$ cat src/design/tln_pkg.sv
`timescale 1ns / 1ps
// ----------------------------------------------------------------------------
// tln_pkg
// Shared types and constants of the transit line next-hop finder.
// ----------------------------------------------------------------------------
package tln_pkg;

  localparam int LINE_IDX_W = 4;
  localparam int SLOT_IDX_W = 5;

  localparam logic MODE_WRITE = 1'b0;
  localparam logic MODE_QUERY = 1'b1;

  // Commands from the sequencer to the datapath.
  typedef struct packed {
    logic       wr;
    logic       q_load;
    logic       sel_outer;
    logic       il_clr;
    logic       il_inc;
    logic       is_clr;
    logic       is_inc;
    logic       ol_clr;
    logic       ol_inc;
    logic       os_clr;
    logic       os_inc;
    logic       dir_init;
    logic       dir_line;
    logic       dir_step;
    logic       w_load;
    logic       b_load_w;
    logic       hit0_set;
    logic       hit1_set;
    logic       fsel;
    logic       fire;
    logic       found;
    logic       res_from;
    logic [1:0] changes;
  } tln_cmd_t;

  // Status from the datapath to the sequencer.
  typedef struct packed {
    logic cur_in;
    logic il_last;
    logic ol_last;
    logic flag_i;
    logic eq_from;
    logic eq_to;
    logic eq_w;
    logic dir_hit;
    logic same;
  } tln_sts_t;

endpackage

$ cat src/design/tln_ctrl.sv
`timescale 1ns / 1ps
// ----------------------------------------------------------------------------
// tln_ctrl
// Sequencer for the nested line scans: direct hop, target line flags,
// one-change search, two-change flags and two-change search.
// ----------------------------------------------------------------------------
module tln_ctrl (
  input  logic              clk,
  input  logic              rst_n,
  input  logic              start,
  input  logic              in_mode,
  output logic              busy,
  output tln_pkg::tln_cmd_t cmd,
  input  tln_pkg::tln_sts_t sts
);
  import tln_pkg::*;

  localparam logic [4:0] S_IDLE   = 5'd0;
  localparam logic [4:0] S_QSTART = 5'd1;
  localparam logic [4:0] S_D_INIT = 5'd2;
  localparam logic [4:0] S_D_RD   = 5'd3;
  localparam logic [4:0] S_D_CHK  = 5'd4;
  localparam logic [4:0] S_H_INIT = 5'd5;
  localparam logic [4:0] S_H_RD   = 5'd6;
  localparam logic [4:0] S_H_CHK  = 5'd7;
  localparam logic [4:0] S_V_INIT = 5'd8;
  localparam logic [4:0] S_V_HRD  = 5'd9;
  localparam logic [4:0] S_V_HCHK = 5'd10;
  localparam logic [4:0] S_V_WRD  = 5'd11;
  localparam logic [4:0] S_V_WCHK = 5'd12;
  localparam logic [4:0] S_O_RD   = 5'd13;
  localparam logic [4:0] S_O_CHK  = 5'd14;
  localparam logic [4:0] S_K_INIT = 5'd15;
  localparam logic [4:0] S_K_RD   = 5'd16;
  localparam logic [4:0] S_K_CHK  = 5'd17;

  localparam logic [1:0] PH_DIR  = 2'd0;
  localparam logic [1:0] PH_VIA1 = 2'd1;
  localparam logic [1:0] PH_HIT1 = 2'd2;
  localparam logic [1:0] PH_VIA2 = 2'd3;

  logic [4:0] state_r, state_nxt;
  logic [1:0] phase_r, phase_nxt;
  logic [1:0] phase_changes;

  assign busy = (state_r != S_IDLE);

  always_comb begin
    case (phase_r)
      PH_VIA1: phase_changes = 2'd1;
      PH_VIA2: phase_changes = 2'd2;
      default: phase_changes = 2'd0;
    endcase
  end

  always_comb begin
    cmd         = '0;
    cmd.fsel    = (phase_r == PH_VIA2);
    cmd.changes = phase_changes;
    state_nxt   = state_r;
    phase_nxt   = phase_r;
    case (state_r)
      S_IDLE: begin
        if (start) begin
          if (in_mode == MODE_QUERY) begin
            cmd.q_load = 1'b1;
            state_nxt  = S_QSTART;
          end else begin
            cmd.wr = 1'b1;
          end
        end
      end
      S_QSTART: begin
        phase_nxt = PH_DIR;
        if (sts.same) begin
          cmd.fire  = 1'b1;
          state_nxt = S_IDLE;
        end else begin
          state_nxt = S_D_INIT;
        end
      end
      S_D_INIT: begin
        cmd.il_clr   = 1'b1;
        cmd.is_clr   = 1'b1;
        cmd.dir_init = 1'b1;
        state_nxt    = S_D_RD;
      end
      S_D_RD: begin
        if (sts.cur_in) begin
          state_nxt = S_D_CHK;
        end else if (!sts.il_last) begin
          cmd.il_inc   = 1'b1;
          cmd.is_clr   = 1'b1;
          cmd.dir_line = 1'b1;
        end else if (phase_r == PH_DIR) begin
          state_nxt = S_H_INIT;
        end else begin
          // Transfer point without a direct line: stay at the source.
          cmd.fire     = 1'b1;
          cmd.found    = 1'b1;
          cmd.res_from = 1'b1;
          state_nxt    = S_IDLE;
        end
      end
      S_D_CHK: begin
        cmd.dir_step = 1'b1;
        if (sts.dir_hit) begin
          cmd.fire  = 1'b1;
          cmd.found = 1'b1;
          state_nxt = S_IDLE;
        end else begin
          cmd.is_inc = 1'b1;
          state_nxt  = S_D_RD;
        end
      end
      S_H_INIT: begin
        cmd.il_clr = 1'b1;
        cmd.is_clr = 1'b1;
        state_nxt  = S_H_RD;
      end
      S_H_RD: begin
        if (sts.cur_in) begin
          state_nxt = S_H_CHK;
        end else if (sts.il_last) begin
          phase_nxt = PH_VIA1;
          state_nxt = S_V_INIT;
        end else begin
          cmd.il_inc = 1'b1;
          cmd.is_clr = 1'b1;
        end
      end
      S_H_CHK: begin
        if (sts.eq_to) begin
          cmd.hit0_set = 1'b1;
          if (sts.il_last) begin
            phase_nxt = PH_VIA1;
            state_nxt = S_V_INIT;
          end else begin
            cmd.il_inc = 1'b1;
            cmd.is_clr = 1'b1;
            state_nxt  = S_H_RD;
          end
        end else begin
          cmd.is_inc = 1'b1;
          state_nxt  = S_H_RD;
        end
      end
      S_V_INIT: begin
        cmd.ol_clr = 1'b1;
        cmd.os_clr = 1'b1;
        state_nxt  = S_V_HRD;
      end
      S_V_HRD, S_V_WRD: begin
        cmd.sel_outer = 1'b1;
        if (sts.cur_in) begin
          state_nxt = (state_r == S_V_HRD) ? S_V_HCHK : S_V_WCHK;
        end else if (!sts.ol_last) begin
          cmd.ol_inc = 1'b1;
          cmd.os_clr = 1'b1;
          state_nxt  = S_V_HRD;
        end else if (phase_r == PH_VIA1) begin
          phase_nxt = PH_HIT1;
          state_nxt = S_K_INIT;
        end else begin
          cmd.fire  = 1'b1;
          state_nxt = S_IDLE;
        end
      end
      S_V_HCHK: begin
        cmd.sel_outer = 1'b1;
        if (sts.eq_from) begin
          cmd.os_clr = 1'b1;
          state_nxt  = S_V_WRD;
        end else begin
          cmd.os_inc = 1'b1;
          state_nxt  = S_V_HRD;
        end
      end
      S_V_WCHK, S_K_CHK: begin
        cmd.sel_outer = 1'b1;
        cmd.w_load    = 1'b1;
        cmd.il_clr    = 1'b1;
        cmd.is_clr    = 1'b1;
        state_nxt     = S_O_RD;
      end
      S_O_RD: begin
        if (sts.flag_i && sts.cur_in) begin
          state_nxt = S_O_CHK;
        end else if (!sts.il_last) begin
          cmd.il_inc = 1'b1;
          cmd.is_clr = 1'b1;
        end else begin
          cmd.os_inc = 1'b1;
          state_nxt  = (phase_r == PH_HIT1) ? S_K_RD : S_V_WRD;
        end
      end
      S_O_CHK: begin
        if (!sts.eq_w) begin
          cmd.is_inc = 1'b1;
          state_nxt  = S_O_RD;
        end else if (phase_r != PH_HIT1) begin
          cmd.b_load_w = 1'b1;
          state_nxt    = S_D_INIT;
        end else begin
          cmd.hit1_set = 1'b1;
          if (sts.ol_last) begin
            phase_nxt = PH_VIA2;
            state_nxt = S_V_INIT;
          end else begin
            cmd.ol_inc = 1'b1;
            cmd.os_clr = 1'b1;
            state_nxt  = S_K_RD;
          end
        end
      end
      S_K_INIT: begin
        cmd.ol_clr = 1'b1;
        cmd.os_clr = 1'b1;
        state_nxt  = S_K_RD;
      end
      S_K_RD: begin
        cmd.sel_outer = 1'b1;
        if (sts.cur_in) begin
          state_nxt = S_K_CHK;
        end else if (sts.ol_last) begin
          phase_nxt = PH_VIA2;
          state_nxt = S_V_INIT;
        end else begin
          cmd.ol_inc = 1'b1;
          cmd.os_clr = 1'b1;
        end
      end
      default: begin
        state_nxt = S_IDLE;
      end
    endcase
  end

  always_ff @(posedge clk) begin
    if (!rst_n) begin
      state_r <= S_IDLE;
      phase_r <= PH_DIR;
    end else begin
      state_r <= state_nxt;
      phase_r <= phase_nxt;
    end
  end

endmodule

$ cat config.mk
export PLATFORM = sky130hd
export DESIGN_NAME = tln_ctrl
export DESIGN_NICKNAME = d
export VERILOG_FILES = /design/src/design/tln_pkg.sv /design/src/design/tln_ctrl.sv
export SDC_FILE = /design/constraint.sdc
export NUM_CORES = 1
export LEC_CHECK = 0
export BUFFER_PORTS_ARGS = -buffer_cell sky130_fd_sc_hd__buf_4
export CORE_UTILIZATION = 57
export CTS_CLUSTER_SIZE = 8
export DETAILED_ROUTE_END_ITERATION = 16
export GPL_TIMING_DRIVEN = 0
export PLACE_DENSITY = 0.87
export SYNTH_ARGS = -nofsm -noshare
export SYNTH_HDL_FRONTEND = slang
export SYNTH_SLANG_ARGS = --single-unit
export TNS_END_PERCENT = 5
$ cat constraint.sdc
create_clock -name clk -period 4.3 [get_ports clk]
set_input_delay 0.43 -clock clk [delete_from_list [all_inputs] [get_ports clk]]
set_output_delay 0.43 -clock clk [all_outputs]
set_load 0.02 [all_outputs]
## Word-level counts from Yosys, hierarchy flattened

Cells that the tools add are included.

- Bits in registers: 7
- Input port bits: 13
- Output and inout port bits: 25
- Logic and storage cells: 141

- Equality and inequality tests: 35
- Multiplexer cells: 90
- Reduce and logical (&&, ||, !) cells: 14

Operators by type and width:

| cell | number |
|---|---|
| two-way mux 5 bit | 16 |
| case mux 5 bit (16 select lines) | 1 |
| two-way mux 2 bit | 24 |
| equality test 5 x 4 -> 1 bit (second input constant) | 8 |
| two-way mux 1 bit | 31 |
| inequality test 2 bit (second input constant) | 11 |
| equality test 5 x 3 -> 1 bit (second input constant) | 4 |
| two-way mux 3 bit | 5 |
| two-way mux 4 bit | 3 |
| inequality test 3 bit (second input constant) | 4 |
| case mux 1 bit (4 select lines) | 3 |
| case mux 2 bit (6 select lines) | 1 |
| equality test 5 x 2 -> 1 bit (second input constant) | 2 |
| equality test 5 bit (second input constant) | 2 |
| AND reduction 9 bit | 1 |
| OR reduction 2 bit | 4 |
| case mux 1 bit (2 select lines) | 3 |
| case mux 1 bit (3 select lines) | 2 |
| AND reduction 6 bit | 1 |
| nonzero test 6 bit | 1 |
| OR reduction 6 bit | 1 |
| equality test 5 x 1 -> 1 bit (second input constant) | 1 |
| zero test 5 bit | 1 |
| nonzero test 5 bit | 1 |
| 7 further kinds | 8 |

## Logic depth before layout (Yosys ltp)

Gate-level depths: netlist (run 1).

- Word-level depth: 5
- Gate-level depth with buffers: 9
- Depth with buffers taken out: 6

## Least setup slack after synthesis (run 1)

No wires, ideal clock.

- Path type: reg2out
- Start: register state_r[4]
- End: output cmd[18] in the netlist's numbering
- Arrival: 1,904 ps
- Required time: 3,870 ps
- Setup slack: 1,966 ps
- Stages on the path, launching flop included: 8
- Path buffers: 1
- Cell sequence: dfxtp_1 > buf_6 > nand2b_4 > or4_4 > a22oi_2 > nor2_2 > nor4_4 > or2_1

RTL lines:

| element | RTL line | source |
|---|---|---|
| start, declared | tln_ctrl.sv:42 | `logic [4:0] state_r, state_nxt;` |
| start signal, assigned | tln_ctrl.sv:244 | `state_r <= state_nxt;` |
| end, declared | tln_ctrl.sv:13 | `output tln_pkg::tln_cmd_t cmd,` |

==> results of run 1 <==
flip-flops by register name, summed over array words and instances (netlist names):
name / flops
phase_r: 2
state_r: 5
cell usage in the layout (no fill, tap or decap), drive strengths merged, types with 6 or more instances in the layout:
master   n
a21oi   15
nand3    8
inv      7
dfxtp    7
nand2b   6
nor2b    8
clkbuf   9
nor2    18
o21ai   13
nand2   25
buf     52
nor3     8
tightest hold or removal path, delay by kind of cell:
kind / cells / cell delay (ns)
simple gates: 2 / 0.20
buf+inv: 1 / 0.09
compound gates: 1 / 0.06
through the flow:
step | cell area (sq um) | cells | total power, mW | hold slack (ns) | utilization
global placement | 1700 | 275 | 0.149 | 0.567 | 0.747
global route | 1730 | 279 | 0.225 | 0.588 | 0.759
floorplan | 1400 | 212 | 0.121 | 0.494 | -
detailed placement | 1700 | 275 | 0.150 | 0.561 | 0.747
finish | 1730 | 279 | 0.214 | 0.568 | 0.759
CTS | 1730 | 279 | 0.211 | 0.561 | 0.759
area by class of cell:
| type | count | share of cell area |
|---|---|---|
| clock buffers | 4 | 0.0152 |
| flip-flops and latches | 7 | 0.0812 |
| multi-input cells | 176 | 0.646 |
| inverters | 7 | 0.0152 |
| repair buffers | 35 | 0.152 |
| plain buffers | 22 | 0.0696 |
| well taps | 28 | 0.0203 |
per-layer routing:
| layer | global-route usage | vias up | wire length [um] |
|---|---|---|---|
| met1 | 0.548 | 848 | 1910 |
| met5 | 0 | - | 0 |
| met2 | 0.604 | 171 | 2140 |
| met4 | 0.153 | 0 | 126 |
| met3 | 0.0877 | 16 | 705 |
| li1 | - | 857 | - |
Yosys cell counts, types with 3 or more instances:
cell type,number
sky130_fd_sc_hd__a21oi_1,14
sky130_fd_sc_hd__nand2_1,25
sky130_fd_sc_hd__inv_1,7
sky130_fd_sc_hd__o21ai_0,8
sky130_fd_sc_hd__o32ai_1,3
sky130_fd_sc_hd__a21boi_1,3
sky130_fd_sc_hd__nor3b_1,4
sky130_fd_sc_hd__o31ai_1,3
sky130_fd_sc_hd__or3_1,5
sky130_fd_sc_hd__buf_2,12
sky130_fd_sc_hd__nor2b_1,8
sky130_fd_sc_hd__nand3_1,8
sky130_fd_sc_hd__nor3_1,6
sky130_fd_sc_hd__nand2b_1,5
sky130_fd_sc_hd__o21ai_1,5
sky130_fd_sc_hd__nor2_1,16
sky130_fd_sc_hd__nand3b_1,4
sky130_fd_sc_hd__dfxtp_1,7
sky130_fd_sc_hd__mux2i_1,5
sky130_fd_sc_hd__or2_1,5
sky130_fd_sc_hd__clkbuf_1,5
logic make-up (layout without fill, tap and decap cells):
kind of cell,count (synthesis),count (layout),synth area share
buffers and inverters,29,68,0.104
XOR/XNOR,1,1,0.00625
AO/OA/AOI/OAI,64,64,0.318
multiplexers,5,5,0.0357
AND/OR/NAND/NOR,106,106,0.436
flip-flops,7,7,0.0999
worst paths after layout:
kind | cells past startpoint | slack (ns) | end | from
worst min-delay path | 4 | 0.57 | state_r[3]$_SDFFE_PN0P_ | sts[5]
worst max-delay path | 9 | 1.60 | cmd[18] | state_r[1]$_SDFFE_PN0P_
worst max register to register | 9 | 2.21 | state_r[1]$_SDFFE_PN0P_ | state_r[1]$_SDFFE_PN0P_
worst min register to register | 2 | 0.58 | phase_r[0]$_SDFFE_PN0P_ | phase_r[0]$_SDFFE_PN0P_
power by group:
part / leakage [nW] / total [mW] / internal, mW / switching (mW)
clock network: 0.0150 / 0.0626 / 0.0356 / 0.0270
logic: 0.686 / 0.0832 / 0.0322 / 0.0510
registers: 0.0567 / 0.0678 / 0.0665 / 0.00130
total: 0.758 / 0.214 / 0.134 / 0.0794
==> run_results.csv, run 1 <==
group,metric,value,unit
outcome,outcome,"finished, final reports clean",
power_and_ir_drop,power.leakage,0.758,nW
clocking,cts_hold_repair.buffers,0,
sta,final.setup.worst_slack,1.60,ns
worst_setup_path,critPathTopFamily,"buffers and inverters",
global_route,grt_max_degree,11,
clocking,post_cts.repair.setup_buffers,0,
worst_setup_path,cp.arrival,2.27,ns
route,antenna_violating_nets_post_route,0,
global_route,antenna_found_initial,0,
layout,final_layout_size_suffix_gt1_frac,0.263,
synthesis,number_of_synthesized_flops_with_an_enable_pin,0,
run,maxCapViolations,0,
synthesis,synth_area,1400,sq um
worst_setup_path,critical_path.max_fanout,10,
clocking,resize_count_post_cts,0,
layout,seqCellArea,140,sq um
clocking,root_buffer,"sky130_fd_sc_hd__clkbuf_4",
placed_design,place_hpwl,3590,um
placed_design,preCtsSetupSlack,1.95,ns
clocking,clk_latency,0.26,ns
synthesis,synth-async-reset-ratio,0,
synthesis,postSynthRegisterBits,7,
synthesis,ys_top_cells_by_area,"sky130_fd_sc_hd__dfxtp_1 10%, sky130_fd_sc_hd__nand2_1 6.7%, sky130_fd_sc_hd__a21oi_1 5.0%, sky130_fd_sc_hd__buf_2 4.3%, sky130_fd_sc_hd__nor2_1 4.3%",
layout,final_net_count,265,
worst_setup_path,critPathSlowestCell,"sky130_fd_sc_hd__dfxtp_1",
synthesis,post_synth_inst_count,212,
floorplanning,floorplan.initialDensity,0.616,
floorplanning,std_cell_rows,17,
worst_setup_path,critical_path_required,3.87,ns
synthesis,ys.warnings.count,0,
clocking,max-clock-path-buffers,2,
sta,drv_slew,0,
global_route,remaining_overflow_grt,0,
sta,relSlewSlack,0.543,
clocking,sink_count_of_the_clock_tree,7,
clocking,numCtsBuffers,3,
worst_setup_path,critPathLaunchType,"flip-flop",
worst_setup_path,path_common_cell,"sky130_fd_sc_hd__buf_2",
sta,post-route-min-period,2.70,ns
global_route,number_of_global_route_vias_before_repair,1705,
layout,num_antenna_cells,0,
worst_setup_path,crit_buf_inv,5,
worst_setup_path,path_class,"flip-flop to output pin",
route,first_pass_iters,6,
placed_design,place_congestion,1.02,
sta,finClkSkew,0.000952,ns
floorplanning,dieHeight,51.6,um
placed_design,buffer_ports.inserted,35,
synthesis,syn_avg_cell_area,6.62,sq um
synthesis,synth_top_cell_area_share,0.0999,
synthesis,synth_cell_types,65,
power_and_ir_drop,power.density,124,nW/um^2
route,vias_per_cell,6.78,
sta,finalSetupTns,0,ns
floorplanning,die_area,2660,sq um
route,postRouteWirelength,4880,um
route,drc,0,
floorplanning,core-area,2280,sq um
sta,rsz0062_at_grt,"no",
worst_setup_path,cp_cell_sequence,"buf_2, buf_2, buf_2, buf_2, a21oi_1, mux2i_1, o21ai_1, or2_1, buf_4",
worst_setup_path,critical_path.endpoint_type,"output pin",
sta,fmaxAchievable,371,MHz
layout,multi_input_area,1120,sq um
route,detailroute.via_count,1892,
route,wl_per_cell,17.5,um
synthesis,synth_nets,225,
clocking,htree_levels,1,
clocking,tritoncts,"built",
sta,setup_viol,0,
synthesis,yosysSeqAreaShare,0.0999,
synthesis,synth_top_flop_cell,"sky130_fd_sc_hd__dfxtp_1",
layout,num-fill-cells,190,
route,drt_iter0_drc,92,
layout,synthToLayoutAreaGrowth,23.1,%
synthesis,synth_top_area_cell,"sky130_fd_sc_hd__dfxtp_1",
floorplanning,io-pin-count,38,
sta,final-hold-violation-count,0,
clocking,clk_transition_reported_paths,0.05,ns
hold_path,hold_path.class,"input port to flip-flop",
power_and_ir_drop,vdd_drop_max,0.201,mV
worst_setup_path,cpPeakStageDelay,0.30,ns
global_route,first_pass_grt_wire_length,7960,um
floorplanning,die_width,51.6,um
sta,tightest_slew,0.680,ns
sta,post-route-period-util,0.628,
global_route,track_usage,0.400,
No activity file was read; power rests on OpenSTA's default activity.
==> inputs of run 2 (changes only) <==
CORE_UTILIZATION = 48   (was 57)
PLACE_DENSITY = 0.78   (was 0.87)
clock period = 2.2 ns   (was 4.3 ns; I/O delays follow)
==> run_results.csv, run 2 (synthesis results as in run 1) <==
group,metric,value,unit
placed_design,preCtsSetupSlack,0.0160,ns
placed_design,place_congestion,1.00,
power_and_ir_drop,power.internal,0.265,mW
route,antenna_violating_nets_post_route,0,
sta,relSlewSlack,0.606,
floorplanning,io-pin-count,38,
global_route,globalRouteMet2Util,0.468,
sta,post-route-min-period,2.35,ns
route,postRouteWirelength,4840,um
layout,num-fill-cells,258,
worst_setup_path,critPathLaunchType,"flip-flop",
clocking,htree_levels,1,
layout,most_common_cell_after_layout_fill_and_taps_aside,"sky130_fd_sc_hd__buf_4",
layout,top_register,"state_r",
clocking,sink_count_of_the_clock_tree,7,
power_and_ir_drop,vdd_drop_max,0.510,mV
worst_setup_path,critical_path_required,1.98,ns
floorplanning,dieHeight,56.1,um
clocking,clk_latency,0.26,ns
layout,final_layout_size_suffix_gt1_frac,0.323,
worst_setup_path,worstSetupStartpoint,"state_r[4]$_SDFFE_PN0P_",
clocking,root_buffer,"sky130_fd_sc_hd__clkbuf_4",
sta,final-hold-violation-count,0,
sta,final.setup.worst_slack,-0.148,ns
global_route,antenna_found_initial,0,
clocking,cts_hold_repair.buffers,0,
global_route,number_of_global_route_vias_before_repair,1597,
outcome,outcome,"finished, violations left",
power_and_ir_drop,power.share.sequential,0.314,
layout,final_cell_mix,"44 x sky130_fd_sc_hd__buf_4, 24 x sky130_fd_sc_hd__nand2_1, 16 x sky130_fd_sc_hd__nor2_1",
power_and_ir_drop,power.switching_fraction,0.373,
power_and_ir_drop,power.density,231,nW/um^2
sta,finalSetupTns,-0.232,ns
placed_design,place_hpwl,3650,um
layout,num_antenna_cells,0,
layout,final_net_count,268,
power_and_ir_drop,power,0.423,mW
worst_setup_path,crit-reg2reg-launch,"state_r[1]$_SDFFE_PN0P_",
global_route,use_met1,0.465,
sta,tightest_slew,0.591,ns
power_and_ir_drop,power.leakage,0.794,nW
route,drt_iter0_drc,154,
outcome,violations,"negative setup slack",
route,first_pass_iters,5,
floorplanning,core-area,2760,sq um
sta,finClkSkew,0.00856,ns
route,vias_per_cell,6.39,
power_and_ir_drop,p_switching,0.158,mW
layout,largest_register_ff_count,5,
clocking,tritoncts,"built",
global_route,remaining_overflow_grt,0,
placed_design,buffer_ports.inserted,35,
sta,rsz0062_at_grt,"yes",
worst_setup_path,path_class,"flip-flop to output pin",
global_route,grt_max_degree,20,
sta,setup_viol,3,
worst_setup_path,critical_path.max_fanout,5,
global_route,grt.met3_usage,0.0581,
hold_path,hold_path.class,"input port to flip-flop",
clocking,max-clock-path-buffers,2,
layout,seqCellArea,140,sq um
floorplanning,die_area,3140,sq um
sta,drv_slew,0,
route,drc,0,
sta,fmaxAchievable,426,MHz
clocking,clk_transition_reported_paths,0.06,ns
floorplanning,die_width,56.1,um
sta,post-route-period-util,1.07,
placed_design,placed_area,1700,sq um
power_and_ir_drop,clock_power_share,0.282,
clocking,numCtsBuffers,3,
power_and_ir_drop,power.combinational.fraction,0.404,
global_route,busiest_layer_in_global_routing,"met2",
run,maxCapViolations,0,
route,wl_per_cell,17.0,um
layout,top_regs,"state_r (5), phase_r (2)",
worst_setup_path,critical_path.endpoint_type,"output pin",
route,detailroute.via_count,1820,
floorplanning,std_cell_rows,19,
global_route,first_pass_grt_wire_length,7840,um
worst_setup_path,cp.arrival,2.13,ns
layout,synthToLayoutAreaGrowth,30.5,%
layout,layout.cell_area.non_filler,1830,sq um
global_route,track_usage,0.312,
hold_path,min_from,"rst_n",
sta,worst_hold_slack,0.346,ns
floorplanning,floorplan.initialDensity,0.509,
layout,multi_input_area,1160,sq um
==> run 2: power by group through the flow <==
stage | logic, mW | registers, mW | clock network (mW)
2_1_floorplan | 0.102 | 0.134 | 0
3_3_place_gp | 0.158 | 0.135 | 0
3_5_place_dp | 0.158 | 0.135 | 0
4_1_cts | 0.161 | 0.132 | 0.121
5_1_grt | 0.183 | 0.133 | 0.132
6_report | 0.171 | 0.133 | 0.119
==> run 2: repair_timing <==
item	CTS	global route
gates resized for setup	6	22
setup endpoints to repair	7	13
pin swaps	2	5
buffers inserted	1	3
gates cloned	0	0
==> run 2: worst paths after layout <==
| check | cells past startpoint | to | slack, ns |
|---|---|---|---|
| worst max-delay path | 9 | cmd[18] | -0.15 |
| worst min register to register | 2 | phase_r[0]$_SDFFE_PN0P_ | 0.58 |
| worst max register to register | 9 | state_r[0]$_SDFFE_PN0P_ | 0.19 |
| worst min-delay path | 3 | phase_r[0]$_SDFFE_PN0P_ | 0.35 |
==> run 2: area by class of cell <==
type / count / share of cell area
Multi-Input combinational cell: 176 / 0.634
Timing Repair Buffer: 39 / 0.162
Buffer: 21 / 0.0772
Sequential cell: 7 / 0.0766
Tap cell: 31 / 0.0212
Inverter: 7 / 0.0144
Clock buffer: 3 / 0.0123
Clock inverter: 1 / 0.00273
==> run 2: worst max-delay path: stages, from the launching register on <==
cell                       delay [ns]
sky130_fd_sc_hd__dfxtp_1         0.31
sky130_fd_sc_hd__buf_6           0.12
sky130_fd_sc_hd__nand2b_4        0.15
sky130_fd_sc_hd__buf_4           0.16
sky130_fd_sc_hd__or3_1           0.38
sky130_fd_sc_hd__a22oi_2         0.19
sky130_fd_sc_hd__nor2_2          0.08
sky130_fd_sc_hd__nor4_4          0.23
sky130_fd_sc_hd__or2_1           0.15
sky130_fd_sc_hd__buf_6           0.11
==> run 2: per-stage QoR <==
| step | cells | util |
|---|---|---|
| finish | 285 | 0.664 |
| global route | 285 | 0.664 |
| CTS | 282 | 0.637 |
| detailed placement | 278 | 0.618 |
| global placement | 278 | 0.618 |
| floorplan | 212 | - |
==> run 2: per-layer routing <==
layer	part of all wire	wire length, um
met1	0.43	2090
met2	0.44	2150
met3	0.11	545
met4	0.012	56
met5	0	0
==> inputs of run 3 (changes only) <==
CORE_MARGIN = 10   (was default)
SKIP_LAST_GASP = 1   (was default)
==> run_results.csv, run 3 (synthesis results as in run 1) <==
group,metric,value,unit
sta,drv_slew,0,
floorplanning,std_cell_rows,19,
sta,finalSetupTns,-0.159,ns
clocking,max-clock-path-buffers,2,
global_route,first_pass_grt_wire_length,8510,um
power_and_ir_drop,power.combinational.fraction,0.400,
worst_setup_path,path_class,"flip-flop to output pin",
worst_setup_path,critPathSlowestCell,"sky130_fd_sc_hd__or4_4",
power_and_ir_drop,power.density,234,nW/um^2
power_and_ir_drop,p_switching,0.152,mW
worst_setup_path,worstSetupEndpoint,"cmd[18]",
hold_path,hold_path.class,"input port to flip-flop",
worst_setup_path,path_depth,8,
layout,top_register,"state_r",
sta,final-hold-violation-count,0,
global_route,track_usage,0.190,
run,maxCapViolations,0,
layout,most_common_cell_after_layout_fill_and_taps_aside,"sky130_fd_sc_hd__buf_4",
route,postRouteWirelength,5200,um
sta,tightest_slew,0.575,ns
outcome,outcome,"finished, violations left",
clocking,root_buffer,"sky130_fd_sc_hd__clkbuf_4",
sta,worst_hold_slack,0.333,ns
layout,num_antenna_cells,0,
sta,setup_viol,5,
placed_design,place_hpwl,4030,um
clocking,htree_levels,1,
worst_setup_path,r2r_end,"state_r[2]$_SDFFE_PN0P_",
global_route,antenna_found_initial,0,
sta,post-route-min-period,2.28,ns
floorplanning,floorplan.initialDensity,0.504,
placed_design,placed_area,1700,sq um
sta,relSlewSlack,0.616,
worst_setup_path,crit_buf_inv,2,
floorplanning,die_area,5480,sq um
floorplanning,io-pin-count,38,
floorplanning,core-area,2780,sq um
sta,final.setup.worst_slack,-0.0816,ns
power_and_ir_drop,power,0.416,mW
worst_setup_path,critPathLaunchType,"flip-flop",
layout,top_regs,"state_r (5), phase_r (2)",
outcome,violations,"negative setup slack",
power_and_ir_drop,power.switching_fraction,0.366,
layout,final_layout_size_suffix_gt1_frac,0.286,
worst_setup_path,cp.arrival,2.06,ns
power_and_ir_drop,power.leakage,0.775,nW
global_route,number_of_global_route_vias_before_repair,1779,
layout,multi_input_area,1140,sq um
layout,layout.cell_area.non_filler,1780,sq um
route,first_pass_iters,5,
layout,layoutNonFillerInstCount,283,
layout,largest_register_ff_count,5,
global_route,grt_max_degree,20,
clocking,clk_latency,0.25,ns
route,detailroute.via_count,1842,
sta,finClkSkew,0.00140,ns
worst_setup_path,regToRegSetupSlack,0.16,ns
power_and_ir_drop,power.internal,0.264,mW
layout,synthToLayoutAreaGrowth,26.9,%
worst_setup_path,critical_path.max_fanout,10,
clocking,tritoncts,"built",
layout,final_net_count,266,
worst_setup_path,critPathTopFamily,"simple AND/OR/NAND/NOR gates",
clocking,sink_count_of_the_clock_tree,7,
worst_setup_path,critical_path.endpoint_type,"output pin",
route,vias_per_cell,6.51,
power_and_ir_drop,clock_power_share,0.281,
power_and_ir_drop,power.share.sequential,0.319,
power_and_ir_drop,vdd_drop_max,0.472,mV
floorplanning,die_width,74.1,um
layout,seqCellArea,140,sq um
worst_setup_path,cpPeakStageDelay,0.50,ns
worst_setup_path,crit-reg2reg-launch,"state_r[2]$_SDFFE_PN0P_",
clocking,cts_hold_repair.buffers,0,
clocking,clk_transition_reported_paths,0.05,ns
route,wl_per_cell,18.4,um
sta,post-route-period-util,1.04,
route,drt_iter0_drc,273,
worst_setup_path,critical_path_required,1.98,ns
sta,fmaxAchievable,438,MHz
worst_setup_path,timing.reg2reg.worst_path_depth,7,
clocking,numCtsBuffers,3,
global_route,remaining_overflow_grt,0,
layout,num-fill-cells,267,
layout,final_cell_mix,"44 x sky130_fd_sc_hd__buf_4, 24 x sky130_fd_sc_hd__nand2_1, 16 x sky130_fd_sc_hd__nor2_1",
floorplanning,dieHeight,74.1,um
route,antenna_violating_nets_post_route,0,
placed_design,buffer_ports.inserted,35,
worst_setup_path,worstSetupStartpoint,"state_r[4]$_SDFFE_PN0P_",
placed_design,place_congestion,1.03,
sta,rsz0062_at_grt,"yes",
route,drc,0,
placed_design,post-place-cells,278,
worst_setup_path,cp_cell_sequence,"buf_6, nand2b_4, or4_4, a22oi_2, nor2_2, nor4_4, or2_1, buf_4",
run 3: cell count changes in the layout (fill, tap and decap cells not counted), sizes merged:
cell,previous run,this run
buf,51,53
clkinv,1,0
clkbuf,12,9
run 3: cell type report:
type	instances	area share
sequential	7	0.0788
inverter	7	0.0148
clock buffer	4	0.0148
tap	31	0.0218
buffer	20	0.0696
multi-input combinational	176	0.640
timing repair buffer	38	0.160
run 3: repair_timing:
action / 4_1_cts / 5_1_grt
cloned: 0 / 0
resized for setup: 7 / 4
pin swaps: 2 / 3
setup buffers: 3 / 0
endpoints found under the setup margin: 6 / 10
run 3: worst min-delay path by stage:
stage	startpoint	end	slack (ns)	cells past startpoint
after floorplan	sts[5]	state_r[3]$_SDFFE_PN0P_	0.48	3
after global placement	phase_r[0]$_SDFFE_PN0P_	phase_r[0]$_SDFFE_PN0P_	0.58	2
after detailed placement	phase_r[0]$_SDFFE_PN0P_	phase_r[0]$_SDFFE_PN0P_	0.57	2
after CTS	rst_n	state_r[2]$_SDFFE_PN0P_	0.33	2
after global routing	rst_n	phase_r[1]$_SDFFE_PN0P_	0.38	2
final	rst_n	phase_r[0]$_SDFFE_PN0P_	0.33	3
run 3: tightest hold or removal path: stages:
cell and delay, ns:
sky130_fd_sc_hd__buf_1 0.16, sky130_fd_sc_hd__nand2_1 0.09, sky130_fd_sc_hd__mux2i_1 0.06
run 3: stage by stage:
stage	setup slack, ns	utilization
global placement	0.0383	0.613
floorplan	0.0755	-
detailed placement	0.0718	0.613
CTS	-0.0660	0.635
global route	-0.177	0.640
finish	-0.0816	0.640
run 3: layer usage:
| metal | track usage | routed length (um) | vias up |
|---|---|---|---|
| met1 | 0.241 | 2120 | 838 |
| met3 | 0.0638 | 600 | 21 |
| li1 | - | - | 856 |
| met2 | 0.295 | 2310 | 127 |
| met4 | 0.0642 | 164 | 0 |
| met5 | 0 | 0 | - |
run 3: power by group through the flow:
stage | logic, mW | registers [mW] | clock network, mW
2_1_floorplan | 0.102 | 0.134 | 0
3_3_place_gp | 0.158 | 0.135 | 0
4_1_cts | 0.161 | 0.133 | 0.119
6_report | 0.167 | 0.133 | 0.117
5_1_grt | 0.179 | 0.133 | 0.133
3_5_place_dp | 0.158 | 0.135 | 0
